$ cat config.mk
export PLATFORM = sky130hd
export DESIGN_NAME = touch_gesture_classifier_flat
export DESIGN_NICKNAME = d
export VERILOG_FILES = /design/src/rtl/tgc_pkg.sv /design/src/rtl/tgc_frame_if.sv /design/src/rtl/tgc_result_if.sv /design/src/rtl/tgc_cfg_if.sv /design/src/rtl/tgc_classify.sv /design/src/rtl/touch_gesture_classifier.sv /design/src/flat_wrapper.sv
export SDC_FILE = /design/constraint.sdc
export NUM_CORES = 1
export LEC_CHECK = 0
export BUFFER_PORTS_ARGS = -buffer_cell sky130_fd_sc_hd__buf_2
export CAP_MARGIN = 20
export CORE_ASPECT_RATIO = 0.7
export CORE_MARGIN = 5
export CORE_UTILIZATION = 35
export CTS_BUF_LIST = sky130_fd_sc_hd__clkbuf_8
export CTS_CLUSTER_DIAMETER = 40
export DETAILED_ROUTE_END_ITERATION = 10
export PLACE_DENSITY = 0.47
export SETUP_SLACK_MARGIN = 0.4
export SLEW_MARGIN = 20
export SYNTH_ARGS = -nofsm -noshare
export SYNTH_HDL_FRONTEND = slang
export SYNTH_SLANG_ARGS = --single-unit
$ cat constraint.sdc
create_clock -name clk -period 9.9 [get_ports clk]
set_input_delay 0.495 -clock clk [delete_from_list [all_inputs] [get_ports clk]]
set_output_delay 0.495 -clock clk [all_outputs]
set_load 0.02 [all_outputs]
$ cat src/rtl/tgc_pkg.sv
`timescale 1ns / 1ps
// ----------------------------------------------------------------------------
// Touch gesture classifier package
// Shared widths, gesture codes, frame and state types, and the dominant-axis
// decision function used by the classifier datapath.
// ----------------------------------------------------------------------------
package tgc_pkg;

    localparam int COORD_BITS   = 12;
    localparam int COUNT_BITS   = 4;
    localparam int THRESH_BITS  = 12;
    localparam int CMP_BITS     = (COORD_BITS > THRESH_BITS) ? COORD_BITS : THRESH_BITS;
    localparam logic [THRESH_BITS-1:0] THRESH_RESET = THRESH_BITS'(10);

    localparam logic [COUNT_BITS-1:0] COUNT_NONE   = COUNT_BITS'(0);
    localparam logic [COUNT_BITS-1:0] COUNT_SINGLE = COUNT_BITS'(1);
    localparam logic [COUNT_BITS-1:0] COUNT_PAIR   = COUNT_BITS'(2);

    typedef logic [COORD_BITS-1:0]         coord_t;
    typedef logic signed [COORD_BITS:0]    delta_t;
    typedef logic [THRESH_BITS-1:0]        thresh_t;
    typedef logic [COUNT_BITS-1:0]         count_t;

    typedef enum logic [3:0] {
        G_NONE   = 4'd0,
        G_TOUCH  = 4'd1,
        G_RIGHT  = 4'd2,
        G_LEFT   = 4'd3,
        G_DOWN   = 4'd4,
        G_UP     = 4'd5,
        G_ZIN_X  = 4'd6,
        G_ZOUT_X = 4'd7,
        G_ZIN_Y  = 4'd8,
        G_ZOUT_Y = 4'd9
    } gesture_t;

    // One touch-controller frame.
    typedef struct packed {
        count_t point_count;
        coord_t first_x;
        coord_t first_y;
        coord_t second_x;
        coord_t second_y;
    } frame_t;

    // Tracking state: the previous frame and the gesture origin.
    typedef struct packed {
        frame_t last;
        coord_t start_x;
        coord_t start_y;
    } track_t;

    // Outcome of classifying one frame.
    typedef struct packed {
        gesture_t gesture;
        logic     origin_load;
        coord_t   start_x;
        coord_t   start_y;
    } decision_t;

    // Magnitude of a signed difference; every difference here stays within a coordinate.
    function automatic coord_t mag(input delta_t d);
        delta_t m;
        begin
            m = (d < 0) ? -d : d;
            return m[COORD_BITS-1:0];
        end
    endfunction

    // Picks the dominant axis (a tie goes to y) and maps its move to a code.
    function automatic gesture_t pick_axis(input delta_t dx, input delta_t dy,
                                           input thresh_t thr,
                                           input gesture_t xpos, input gesture_t xneg,
                                           input gesture_t ypos, input gesture_t yneg);
        coord_t ax;
        coord_t ay;
        begin
            ax = mag(dx);
            ay = mag(dy);
            if (ax > ay)
            begin
                if (CMP_BITS'(ax) < CMP_BITS'(thr))
                    return G_TOUCH;
                return (dx > 0) ? xpos : xneg;
            end
            if (CMP_BITS'(ay) < CMP_BITS'(thr))
                return G_TOUCH;
            return (dy > 0) ? ypos : yneg;
        end
    endfunction

endpackage

$ cat src/rtl/tgc_frame_if.sv
`timescale 1ns / 1ps
// ----------------------------------------------------------------------------
// Frame channel
// Valid/ready channel that carries one touch-controller frame per word.
// ----------------------------------------------------------------------------
interface tgc_frame_if;
    import tgc_pkg::*;

    logic   valid;
    logic   ready;
    count_t point_count;
    coord_t first_x;
    coord_t first_y;
    coord_t second_x;
    coord_t second_y;

    modport source (output valid, point_count, first_x, first_y, second_x, second_y,
                    input ready);
    modport sink (input valid, point_count, first_x, first_y, second_x, second_y,
                  output ready);
endinterface

$ cat src/rtl/tgc_result_if.sv
`timescale 1ns / 1ps
// ----------------------------------------------------------------------------
// Result channel
// Valid/ready channel that carries one gesture code and origin per word.
// ----------------------------------------------------------------------------
interface tgc_result_if;
    import tgc_pkg::*;

    logic       valid;
    logic       ready;
    logic [3:0] gesture;
    coord_t     start_x;
    coord_t     start_y;

    modport source (output valid, gesture, start_x, start_y, input ready);
    modport sink (input valid, gesture, start_x, start_y, output ready);
endinterface

$ cat src/rtl/tgc_cfg_if.sv
`timescale 1ns / 1ps
// ----------------------------------------------------------------------------
// Configuration channel
// Valid/ready write channel for the inertia threshold register.
// ----------------------------------------------------------------------------
interface tgc_cfg_if;
    import tgc_pkg::*;

    logic    valid;
    logic    ready;
    thresh_t data;

    modport source (output valid, data, input ready);
    modport sink (input valid, data, output ready);
endinterface

$ cat src/rtl/tgc_classify.sv
`timescale 1ns / 1ps
// ----------------------------------------------------------------------------
// Gesture classification datapath
// Compares one frame with the tracked previous frame and decides the
// gesture code and whether and where the gesture origin moves.
// ----------------------------------------------------------------------------
module tgc_classify (
    input  tgc_pkg::frame_t    frame_in,
    input  tgc_pkg::track_t    track,
    input  tgc_pkg::thresh_t   thresh,
    output tgc_pkg::decision_t decision
);
    import tgc_pkg::*;

    delta_t             move_x;
    delta_t             move_y;
    coord_t             span_x_cur;
    coord_t             span_x_prev;
    coord_t             span_y_cur;
    coord_t             span_y_prev;
    delta_t             zoom_x;
    delta_t             zoom_y;
    logic [COORD_BITS:0] sum_x;
    logic [COORD_BITS:0] sum_y;
    gesture_t           move_code;
    gesture_t           zoom_code;
    logic               count_changed;

    // Single-point move of the first point.
    assign move_x = $signed({1'b0, frame_in.first_x}) - $signed({1'b0, track.last.first_x});
    assign move_y = $signed({1'b0, frame_in.first_y}) - $signed({1'b0, track.last.first_y});

    // Spans of the point pair, now and in the previous frame.
    assign span_x_cur  = mag($signed({1'b0, frame_in.second_x}) - $signed({1'b0, frame_in.first_x}));
    assign span_y_cur  = mag($signed({1'b0, frame_in.second_y}) - $signed({1'b0, frame_in.first_y}));
    assign span_x_prev = mag($signed({1'b0, track.last.second_x})
                             - $signed({1'b0, track.last.first_x}));
    assign span_y_prev = mag($signed({1'b0, track.last.second_y})
                             - $signed({1'b0, track.last.first_y}));
    assign zoom_x = $signed({1'b0, span_x_cur}) - $signed({1'b0, span_x_prev});
    assign zoom_y = $signed({1'b0, span_y_cur}) - $signed({1'b0, span_y_prev});

    // Floored midpoint sums for a new two-point gesture.
    assign sum_x = {1'b0, frame_in.first_x} + {1'b0, frame_in.second_x};
    assign sum_y = {1'b0, frame_in.first_y} + {1'b0, frame_in.second_y};

    assign move_code = pick_axis(move_x, move_y, thresh, G_RIGHT, G_LEFT, G_DOWN, G_UP);
    assign zoom_code = pick_axis(zoom_x, zoom_y, thresh, G_ZIN_X, G_ZOUT_X, G_ZIN_Y, G_ZOUT_Y);
    assign count_changed = (frame_in.point_count != track.last.point_count);

    // Final selection by point count: an empty frame gives no gesture, and otherwise a count change takes priority.
    always_comb
    begin
        decision.gesture     = G_NONE;
        decision.origin_load = 1'b0;
        decision.start_x     = frame_in.first_x;
        decision.start_y     = frame_in.first_y;
        if (frame_in.point_count == COUNT_NONE)
        begin
            decision.gesture = G_NONE;
        end
        else if (count_changed)
        begin
            decision.gesture = G_TOUCH;
            case (frame_in.point_count)
                COUNT_SINGLE:
                begin
                    decision.origin_load = 1'b1;
                end
                COUNT_PAIR:
                begin
                    decision.origin_load = 1'b1;
                    decision.start_x     = sum_x[COORD_BITS:1];
                    decision.start_y     = sum_y[COORD_BITS:1];
                end
                default:
                begin
                    decision.origin_load = 1'b0;
                end
            endcase
        end
        else
        begin
            case (frame_in.point_count)
                COUNT_SINGLE: decision.gesture = move_code;
                COUNT_PAIR:   decision.gesture = zoom_code;
                default:      decision.gesture = G_NONE;
            endcase
        end
    end

endmodule

$ cat src/rtl/touch_gesture_classifier.sv
`timescale 1ns / 1ps
// ----------------------------------------------------------------------------
// Touch gesture classifier
// Classifies each touch-controller frame against the previous one and
// reports a gesture code with the current gesture origin.
//
//   Channel  Dir  Word
//   frame    in   point_count, first_x, first_y, second_x, second_y
//   result   out  gesture, start_x, start_y
//   cfg      in   data (inertia threshold, 12 bits)
//
// A frame is registered at the input, classified from the input register and
// written to the result register when that register is free. One frame per
// cycle is sustained while the result is not stalled; the classify stage is
// a single combinational stage between the two registers.
// Reset clears the tracked frame and origin to zero and the threshold to 10.
// A stalled result holds the classify stage; the input keeps taking words
// until both registers are full.
// ----------------------------------------------------------------------------
module touch_gesture_classifier (
    input  logic         clk,
    input  logic         rst_n,
    tgc_frame_if.sink    frame,
    tgc_result_if.source result,
    tgc_cfg_if.sink      cfg
);
    import tgc_pkg::*;

    logic      in_valid_reg;
    frame_t    in_frame_reg;
    logic      res_valid_reg;
    gesture_t  res_gesture_reg;
    coord_t    res_start_x_reg;
    coord_t    res_start_y_reg;
    track_t    track_reg;
    track_t    track_next;
    thresh_t   thresh_reg;
    decision_t decision;
    logic      advance;
    frame_t    frame_word;

    // Stage hand-off: the input register moves on when the result register frees up.
    assign advance     = in_valid_reg && (!res_valid_reg || result.ready);
    assign frame.ready = !in_valid_reg || advance;
    assign cfg.ready   = 1'b1;

    assign frame_word.point_count = frame.point_count;
    assign frame_word.first_x     = frame.first_x;
    assign frame_word.first_y     = frame.first_y;
    assign frame_word.second_x    = frame.second_x;
    assign frame_word.second_y    = frame.second_y;

    // Threshold register.
    always_ff @(posedge clk or negedge rst_n)
    begin
        if (!rst_n)
            thresh_reg <= THRESH_RESET;
        else if (cfg.valid && cfg.ready)
            thresh_reg <= cfg.data;
    end

    // Input register.
    always_ff @(posedge clk or negedge rst_n)
    begin
        if (!rst_n)
            in_valid_reg <= 1'b0;
        else if (frame.ready)
            in_valid_reg <= frame.valid;
    end

    always_ff @(posedge clk)
    begin
        if (frame.valid && frame.ready)
            in_frame_reg <= frame_word;
    end

    tgc_classify u_classify (
        .frame_in (in_frame_reg),
        .track    (track_reg),
        .thresh   (thresh_reg),
        .decision (decision)
    );

    // Next tracking state: every frame becomes the previous frame.
    always_comb
    begin
        track_next      = track_reg;
        track_next.last = in_frame_reg;
        if (decision.origin_load)
        begin
            track_next.start_x = decision.start_x;
            track_next.start_y = decision.start_y;
        end
    end

    always_ff @(posedge clk or negedge rst_n)
    begin
        if (!rst_n)
            track_reg <= '0;
        else if (advance)
            track_reg <= track_next;
    end

    // Result register; the origin reads as zero when there is no gesture.
    always_ff @(posedge clk or negedge rst_n)
    begin
        if (!rst_n)
            res_valid_reg <= 1'b0;
        else if (advance)
            res_valid_reg <= 1'b1;
        else if (result.ready)
            res_valid_reg <= 1'b0;
    end

    always_ff @(posedge clk)
    begin
        if (advance)
        begin
            res_gesture_reg <= decision.gesture;
            res_start_x_reg <= (decision.gesture == G_NONE) ? '0 : track_next.start_x;
            res_start_y_reg <= (decision.gesture == G_NONE) ? '0 : track_next.start_y;
        end
    end

    assign result.valid   = res_valid_reg;
    assign result.gesture = res_gesture_reg;
    assign result.start_x = res_start_x_reg;
    assign result.start_y = res_start_y_reg;

    // A word with no gesture never carries an origin.
    assert property (@(posedge clk) disable iff (!rst_n)
        (res_valid_reg && res_gesture_reg == G_NONE) |->
            (res_start_x_reg == '0 && res_start_y_reg == '0))
        else $error("origin not cleared on a result without a gesture");

    // A frame with no points always classifies as no gesture.
    assert property (@(posedge clk) disable iff (!rst_n)
        (advance && in_frame_reg.point_count == COUNT_NONE) |=>
            (res_valid_reg && res_gesture_reg == G_NONE))
        else $error("empty frame did not give an empty gesture");

    // The input may only take a word into a full register when that word moves on.
    assert property (@(posedge clk) disable iff (!rst_n)
        (frame.valid && frame.ready && in_valid_reg) |-> advance)
        else $error("input register overwritten while stalled");

    // A frame that moves on becomes the tracked previous frame.
    assert property (@(posedge clk) disable iff (!rst_n)
        advance |=> (track_reg.last == $past(in_frame_reg)))
        else $error("previous frame not tracked");

endmodule
$ cat src/flat_wrapper.sv
// flat-port wrapper written by rule: the top's interface ports become plain ports
module touch_gesture_classifier_flat import tgc_pkg::*;
  (clk, rst_n, frame_valid, frame_point_count, frame_first_x, frame_first_y, frame_second_x, frame_second_y, frame_ready, result_valid, result_gesture, result_start_x, result_start_y, result_ready, cfg_valid, cfg_data, cfg_ready);
  tgc_frame_if frame_i ();
  tgc_result_if result_i ();
  tgc_cfg_if cfg_i ();
  input  logic clk;
  input  logic rst_n;
  input wire logic [$bits(frame_i.valid)-1:0] frame_valid;
  input wire logic [$bits(frame_i.point_count)-1:0] frame_point_count;
  input wire logic [$bits(frame_i.first_x)-1:0] frame_first_x;
  input wire logic [$bits(frame_i.first_y)-1:0] frame_first_y;
  input wire logic [$bits(frame_i.second_x)-1:0] frame_second_x;
  input wire logic [$bits(frame_i.second_y)-1:0] frame_second_y;
  output wire logic [$bits(frame_i.ready)-1:0] frame_ready;
  output wire logic [$bits(result_i.valid)-1:0] result_valid;
  output wire logic [$bits(result_i.gesture)-1:0] result_gesture;
  output wire logic [$bits(result_i.start_x)-1:0] result_start_x;
  output wire logic [$bits(result_i.start_y)-1:0] result_start_y;
  input wire logic [$bits(result_i.ready)-1:0] result_ready;
  input wire logic [$bits(cfg_i.valid)-1:0] cfg_valid;
  input wire logic [$bits(cfg_i.data)-1:0] cfg_data;
  output wire logic [$bits(cfg_i.ready)-1:0] cfg_ready;
  assign frame_i.valid = frame_valid;
  assign frame_i.point_count = frame_point_count;
  assign frame_i.first_x = frame_first_x;
  assign frame_i.first_y = frame_first_y;
  assign frame_i.second_x = frame_second_x;
  assign frame_i.second_y = frame_second_y;
  assign frame_ready = frame_i.ready;
  assign result_valid = result_i.valid;
  assign result_gesture = result_i.gesture;
  assign result_start_x = result_i.start_x;
  assign result_start_y = result_i.start_y;
  assign result_i.ready = result_ready;
  assign cfg_i.valid = cfg_valid;
  assign cfg_i.data = cfg_data;
  assign cfg_ready = cfg_i.ready;
  touch_gesture_classifier u_core (.clk(clk), .rst_n(rst_n), .frame(frame_i), .result(result_i), .cfg(cfg_i));
endmodule
Word level (Yosys, flattened, before mapping). Cells that the tools add are included.

Word-level logic and storage cells: 111. Output and inout port bits: 31. Register bits: 170. Input bits: 69.

Magnitude comparators: 18. Reduce and logical (&&, ||, !) cells: 10. Muxes and demuxes: 44. Add/sub/neg operators: 18. Equal/unequal tests: 3.

Operator list (number): $lt A13 B1 Y1 const B (8); $sub A12 B12 Y13 (8); $mux W12 (8); $neg A12 Y12 (8); $mux W4 (14); $gt A13 B1 Y1 const B (4); $mux W25 (2); $lt A12 B12 Y1 (4); $mux W24 (2); $add A12 B12 Y13 (2); $gt A12 B12 Y1 (2); $mux W1 (17); $logic_not A4 Y1 (2); $pmux W4 S2 (1); $eq A4 B1 Y1 const B (1); $eq A4 B2 Y1 const B (1); $ne A4 B4 Y1 (1); $logic_and A1 B1 Y1 (2); $logic_not A1 Y1 (2); $logic_or A1 B1 Y1 (2); $reduce_bool A2 Y1 (1); $reduce_or A2 Y1 (1).

Longest topological paths before layout.
Depth after elaboration: 18. Mapped depth: 36. Mapped depth without buffers: 34.

Modules after synthesis. A second synthesis with hierarchy kept.

Cells, all modules: 1641. Area total of the unflattened synthesis: 15590.0 µm².

By module, submodules not included: tgc_classify (instances 1, area each 9344.0 µm², cells each 1310, seq. area each 0.0 µm²); touch_gesture_classifier (instances 1, area each 6246.0 µm², cells each 331, seq. area each 4657.0 µm²).

Worst setup path before layout. Ideal clock, no wire load.

Path kind: register -> register. Start point: register u_core.in_frame_reg[0] (netlist name). End point: register u_core.res_start_x_reg[9], in the netlist u_core.result.start_x[9] (data pin). Clock period less this slack: 7.087 ns. Arrival: 6.823 ns. Slack: 2.813 ns. Library setup time: 0.264 ns. Required time: 9.636 ns. Path buffers: 2. Stages on the path, launching flop included: 32. Cell sequence: edfxtp_1 > inv_1 > ha_1 > inv_1 > fa_1 > a21o_1 > a21oi_2 > xnor2_1 > or3_1 > or3_1 > or3_1 > nand2_1 > xnor2_1 > ha_1 > clkbuf_1 > nor2b_1 > a2111oi_0 > o311ai_1 > o41ai_1 > xor2_1 > inv_1 > ha_1 > and3_1 > nand4_1 > a21oi_1 > a2111oi_0 > nor2_1 > or4_1 > o32a_1 > o21bai_4 > buf_6 > a21oi_2.

Word-level cells in the longest chain between the ends: 15. Elaborated cells on any way between the ends: 22. Those cells by class: add/sub: 4; order compare: 5; mux: 12; reduce/logical: 1.

RTL lines: start: declaration (line touch_gesture_classifier.sv:30) `frame_t in_frame_reg;`; start signal: assignment (line touch_gesture_classifier.sv:74) `in_frame_reg <= frame_word;`; $sub A12 B12 Y13 * (line tgc_classify.sv:35) `assign span_y_cur = mag($signed({1'b0, frame_in.second_y}) - $signed({1'b0, frame_in.first_y}));`; $neg A12 Y12 or $lt A13 B1 Y1 (tied branches) (line tgc_pkg.sv:65) `m = (d < 0) ? -d : d;`; $mux W12 * (line tgc_pkg.sv:65); $sub A12 B12 Y13 * (line tgc_classify.sv:41) `assign zoom_y = $signed({1'b0, span_y_cur}) - $signed({1'b0, span_y_prev});`; $neg A12 Y12 or $lt A13 B1 Y1 (tied branches) (line tgc_pkg.sv:65); $mux W12 (line tgc_pkg.sv:65); $lt A12 B12 Y1 (line tgc_pkg.sv:86) `if (CMP_BITS'(ay) < CMP_BITS'(thr))`; $mux W1 (2 in a row) (line tgc_pkg.sv:86); $mux W4 (line tgc_pkg.sv:88) `return (dy > 0) ? ypos : yneg;`; $mux W4 * (line tgc_pkg.sv:86); $pmux W4 S2 * (line tgc_classify.sv:84) `case (frame_in.point_count)`; $mux W4 * (line tgc_classify.sv:62) `else if (count_changed)`; $mux W4 * (line tgc_classify.sv:58) `if (frame_in.point_count == COUNT_NONE)`; $logic_not A4 Y1 * (line touch_gesture_classifier.sv:120) `res_start_x_reg <= (decision.gesture == G_NONE) ? '0 : track_next.start_x;`; end signal: assignment (line touch_gesture_classifier.sv:120); end: declaration (line touch_gesture_classifier.sv:33) `coord_t res_start_x_reg;`.

Mark *: on every way between the ends. The rest lies on a longest branch, timed or not. The select of a mux whose other input is x is not followed. A chain may end at the register's enable or synchronous reset.

Final worst setup path.
Start point: register u_core.in_frame_reg[0] (netlist name). End point: register u_core.res_start_x_reg[1], in the netlist u_core.result.start_x[1] (data pin).

Same word-level chain as after synthesis.

==> out/results.md <==
| Step | Item | Reported |
|:---|:---|:---|
| clocking | CTS clock-pin slew for the worst setup and hold paths | 0.13 ns |
| yosys | Library cells used by synthesis | 86 |
| cells and area | Share of final-layout standard cells stronger than drive strength 1 | 12.8% |
| setup path | Crit path required time | 10.11 ns |
| timing | Final worst clock skew | 0.0448 ns |
| detailed routing | Average wire per cell in the routed design | 19.6 um |
| setup path | CP peak stage delay | 0.74 ns |
| yosys | Number of warning messages in the yosys log | 0 |
| placement | RePlAce Congestion | 0.902 |
| timing | Transition time at the pin with the least slew margin | 0.927 ns |
| clocking | TritonCTS buffer count | 17 |
| floorplan | Width of the chip | 261 um |
| yosys | Most repeated cell in the gate-level netlist after synthesis | ha_1 |
| detailed routing | Router iterations before antenna repair | 6 |
| clocking | Clock tree from TritonCTS | done |
| setup path | Critical path start-end classification | register to register |
| clocking | Cts repair resizes | 0 |
| clocking | CTS Buffer Depth | 2 |
| setup path | Worst path arrival time | 8.93 ns |
| yosys | Commonest cells in the synthesized netlist | 196 x ha_1, 140 x nand2_1, 139 x inv_1 |
| detailed routing | Number of violations reported at the end of detailed-routing iteration 0 | 969 |
| yosys | Avg Inst Size Synth | 8.95 um^2 |
| detailed routing | Number of routed nets with antenna violations | 0 |
| detailed routing | Post-DR vias/cell | 5.34 |
| clocking | Clk Latency, worst-skew pair | 0.54 ns |
| yosys | Synthesized netlist cell count | 1725 |
| clocking | Clk sink count | 170 |
| cells and area | Layout overhead on the synthesized area | 9.90% |
| timing | Tcrit/Tclk final | 88.1% |
| setup path | Critical Path Start Type | register |
| detailed routing | Detailed Route WL | 47200 um |
| yosys | Fraction of post-synthesis cell area in the top cell type by area | 15.9% |
| grt | Residual overflow from global routing | 0 |
| flow run | Reported max-cap violation count | 0 |
| grt | Number of global-route vias before repair | 11.9k |
| setup path | Critical Path Slowest Stage Cell | o21bai_4 |
| setup path | Worst setup EP type | register |
| yosys | Register bit total from synthesis | 170 |
| floorplan | Count of boundary I/O pins | 100 |
| grt | Global router's overall resource usage | 19.2% |
| setup path | Crit-path max FO | 25 |
| timing | F_max | 0.115 GHz |
| timing | Final-layout setup total negative slack | 0 ns |
| cells and area | Number of flip-flops under the largest register name | 76 |
| yosys | Sequential area share after synthesis | 30.2% |
| timing | Max_slew headroom | 38.0% |
| placement | Total of buffers placed on input and output ports | 98 |
| grt | Global-route wire length before repair | 71600 um |
| timing | Setup repair after global routing missed its margin | no |
| grt | Pin count of the biggest net entering global routing | 71 |
| timing | Total count of max-transition violations in the final report | 0 |
| grt | Number of antenna violations at the first check in global routing | 0 |
| status | Outcome | completed |
| min path | Path class of the lowest-slack min-delay path | primary input to register |
| floorplan | Standard-cell row count | 64 |
| yosys | Async set or reset register ratio after synthesis | 52.9% |
| clocking | H-tree lvl count | 4 |
| timing | Post-layout minimum cycle time | 8.72 ns |
| yosys | Number of flops mapped to enable cells by yosys | 80 |
| detailed routing | Routed vias | 12.9k |
| clocking | Root buffer selected by CTS | clkbuf_8 |
| yosys | Cell type with the highest aggregate area in the netlist | ha_1 |
| floorplan | Area inside the core boundary | 43600 um^2 |
| clocking | Number of buffers added for setup after CTS | 0 |
| yosys | Netlist Area Pre-Place | 15400 um^2 |
| yosys | Synth top area cells | ha_1 16%, edfxtp_1 16%, dfrtp_1 14%, xnor2_1 5.6%, o21ai_0 4.0% |
| floorplan | Starting Density | 35.4% |
| yosys | Predominant post-synthesis flop cell | dfrtp_1 |
| floorplan | Area enclosed by the die boundary | 48500 um^2 |
| floorplan | Vertical extent of the die | 186 um |
| detailed routing | Final routed DRC violation total | 0 |
| timing | Final hold violation count | 0 |
| timing | Total setup violations reported at the end of the flow | 0 |
| cells and area | Nets | 2076 |
| placement | Post-DP HPWL | 37300 um |
| yosys | Syn_nets | 2000 |
==> final cells by class <==
type                            instances  area [um^2]
Clock buffer                           18          248
Clock inverter                         14          135
Timing Repair Buffer                  111          593
Sequential cell                       170         4660
Fill cell                            4474        26700
Antenna cell                            3         7.51
Multi-Input combinational cell       1360        10100
Tap cell                              594          743
Inverter                              141          529
==> logic make-up after synthesis <==
group                    after synthesis  share of synthesized area, %
flip-flops                           170                          30.2
XOR/XNOR                             162                          9.19
buffers and inverters                195                          4.96
AND/OR/NAND/NOR                      469                          15.0
multiplexers                          35                          2.51
other                                  1                        0.0243
adder cells (fa/ha/maj)              206                          17.2
AO/OA/AOI/OAI                        487                          21.0
==> worst paths after layout <==
check,start,to,slack [ns],cells past startpoint
hold reg to reg,u_core.track_reg[19],u_core.track_reg[19],0.49,2
max in group asynchronous,rst_n,u_core.track_reg[56],8.18,3
min in group asynchronous,rst_n,u_core.thresh_reg[5],0.47,2
hold / removal,cfg_data[6],u_core.thresh_reg[6],0.15,3
setup reg to reg,u_core.in_frame_reg[0],u_core.result.start_x[1],1.18,33
setup / recovery,u_core.in_frame_reg[0],u_core.result.start_x[1],1.18,33
==> what timing repair did <==
item	CTS	global route
endpoints found under the setup margin	0	2
hold endpoints to repair	29	0
hold buffers	1	0
==> critical path: cells and delay by family (launching register included) <==
family / cells / cell delay [ns]
AOI/OAI and AO/OA: 15 / 4.41
xor gates and xnor gates: 2 / 0.36
adders and majority gates: 4 / 1.21
buffers and inverters: 4 / 0.43
DFF: 1 / 0.41
and+or+nand+nor: 8 / 1.57
==> metal layers <==
metal	vias to the layer above	global-route usage, %	wire length, um
li1	6375	-	-
met1	6141	32.8	26300
met2	334	24.5	17300
met3	23	3.74	3200
met4	0	3.11	354
met5	-	0	0
==> through the flow <==
stage	area [um^2]	hold WS [ns]	util (%)	setup slack, ns	cells
after floorplan	15400	0.199	-	2.81	1725
after global placement	16600	0.461	37.9	1.36	2374
after detailed placement	16600	0.470	37.9	1.24	2374
after CTS	17000	0.107	38.8	1.17	2407
after global routing	17000	0.126	38.9	0.405	2408
final	17000	0.151	38.9	1.18	2411
==> layout by cell type (no fill, tap or decap), types with 14 or more instances in the layout <==
cell / count
a211oi_1: 29
a31oi_1: 17
clkbuf_8: 18
nor3_1: 31
a21o_1: 35
a21oi_1: 108
and3_1: 22
mux2_2: 30
inv_1: 142
nor2b_1: 29
xnor2_1: 99
o31ai_1: 14
edfxtp_1: 80
xor2_1: 63
ha_1: 196
or3_1: 22
nor2_1: 117
nand2_1: 139
a21oi_2: 20
o21ai_0: 123
nand3_1: 21
o21a_1: 16
dfrtp_1: 88
buf_2: 97
Power is not shown: default switching activity piles up to over one toggle a cycle in this logic, so the estimate is an artifact.
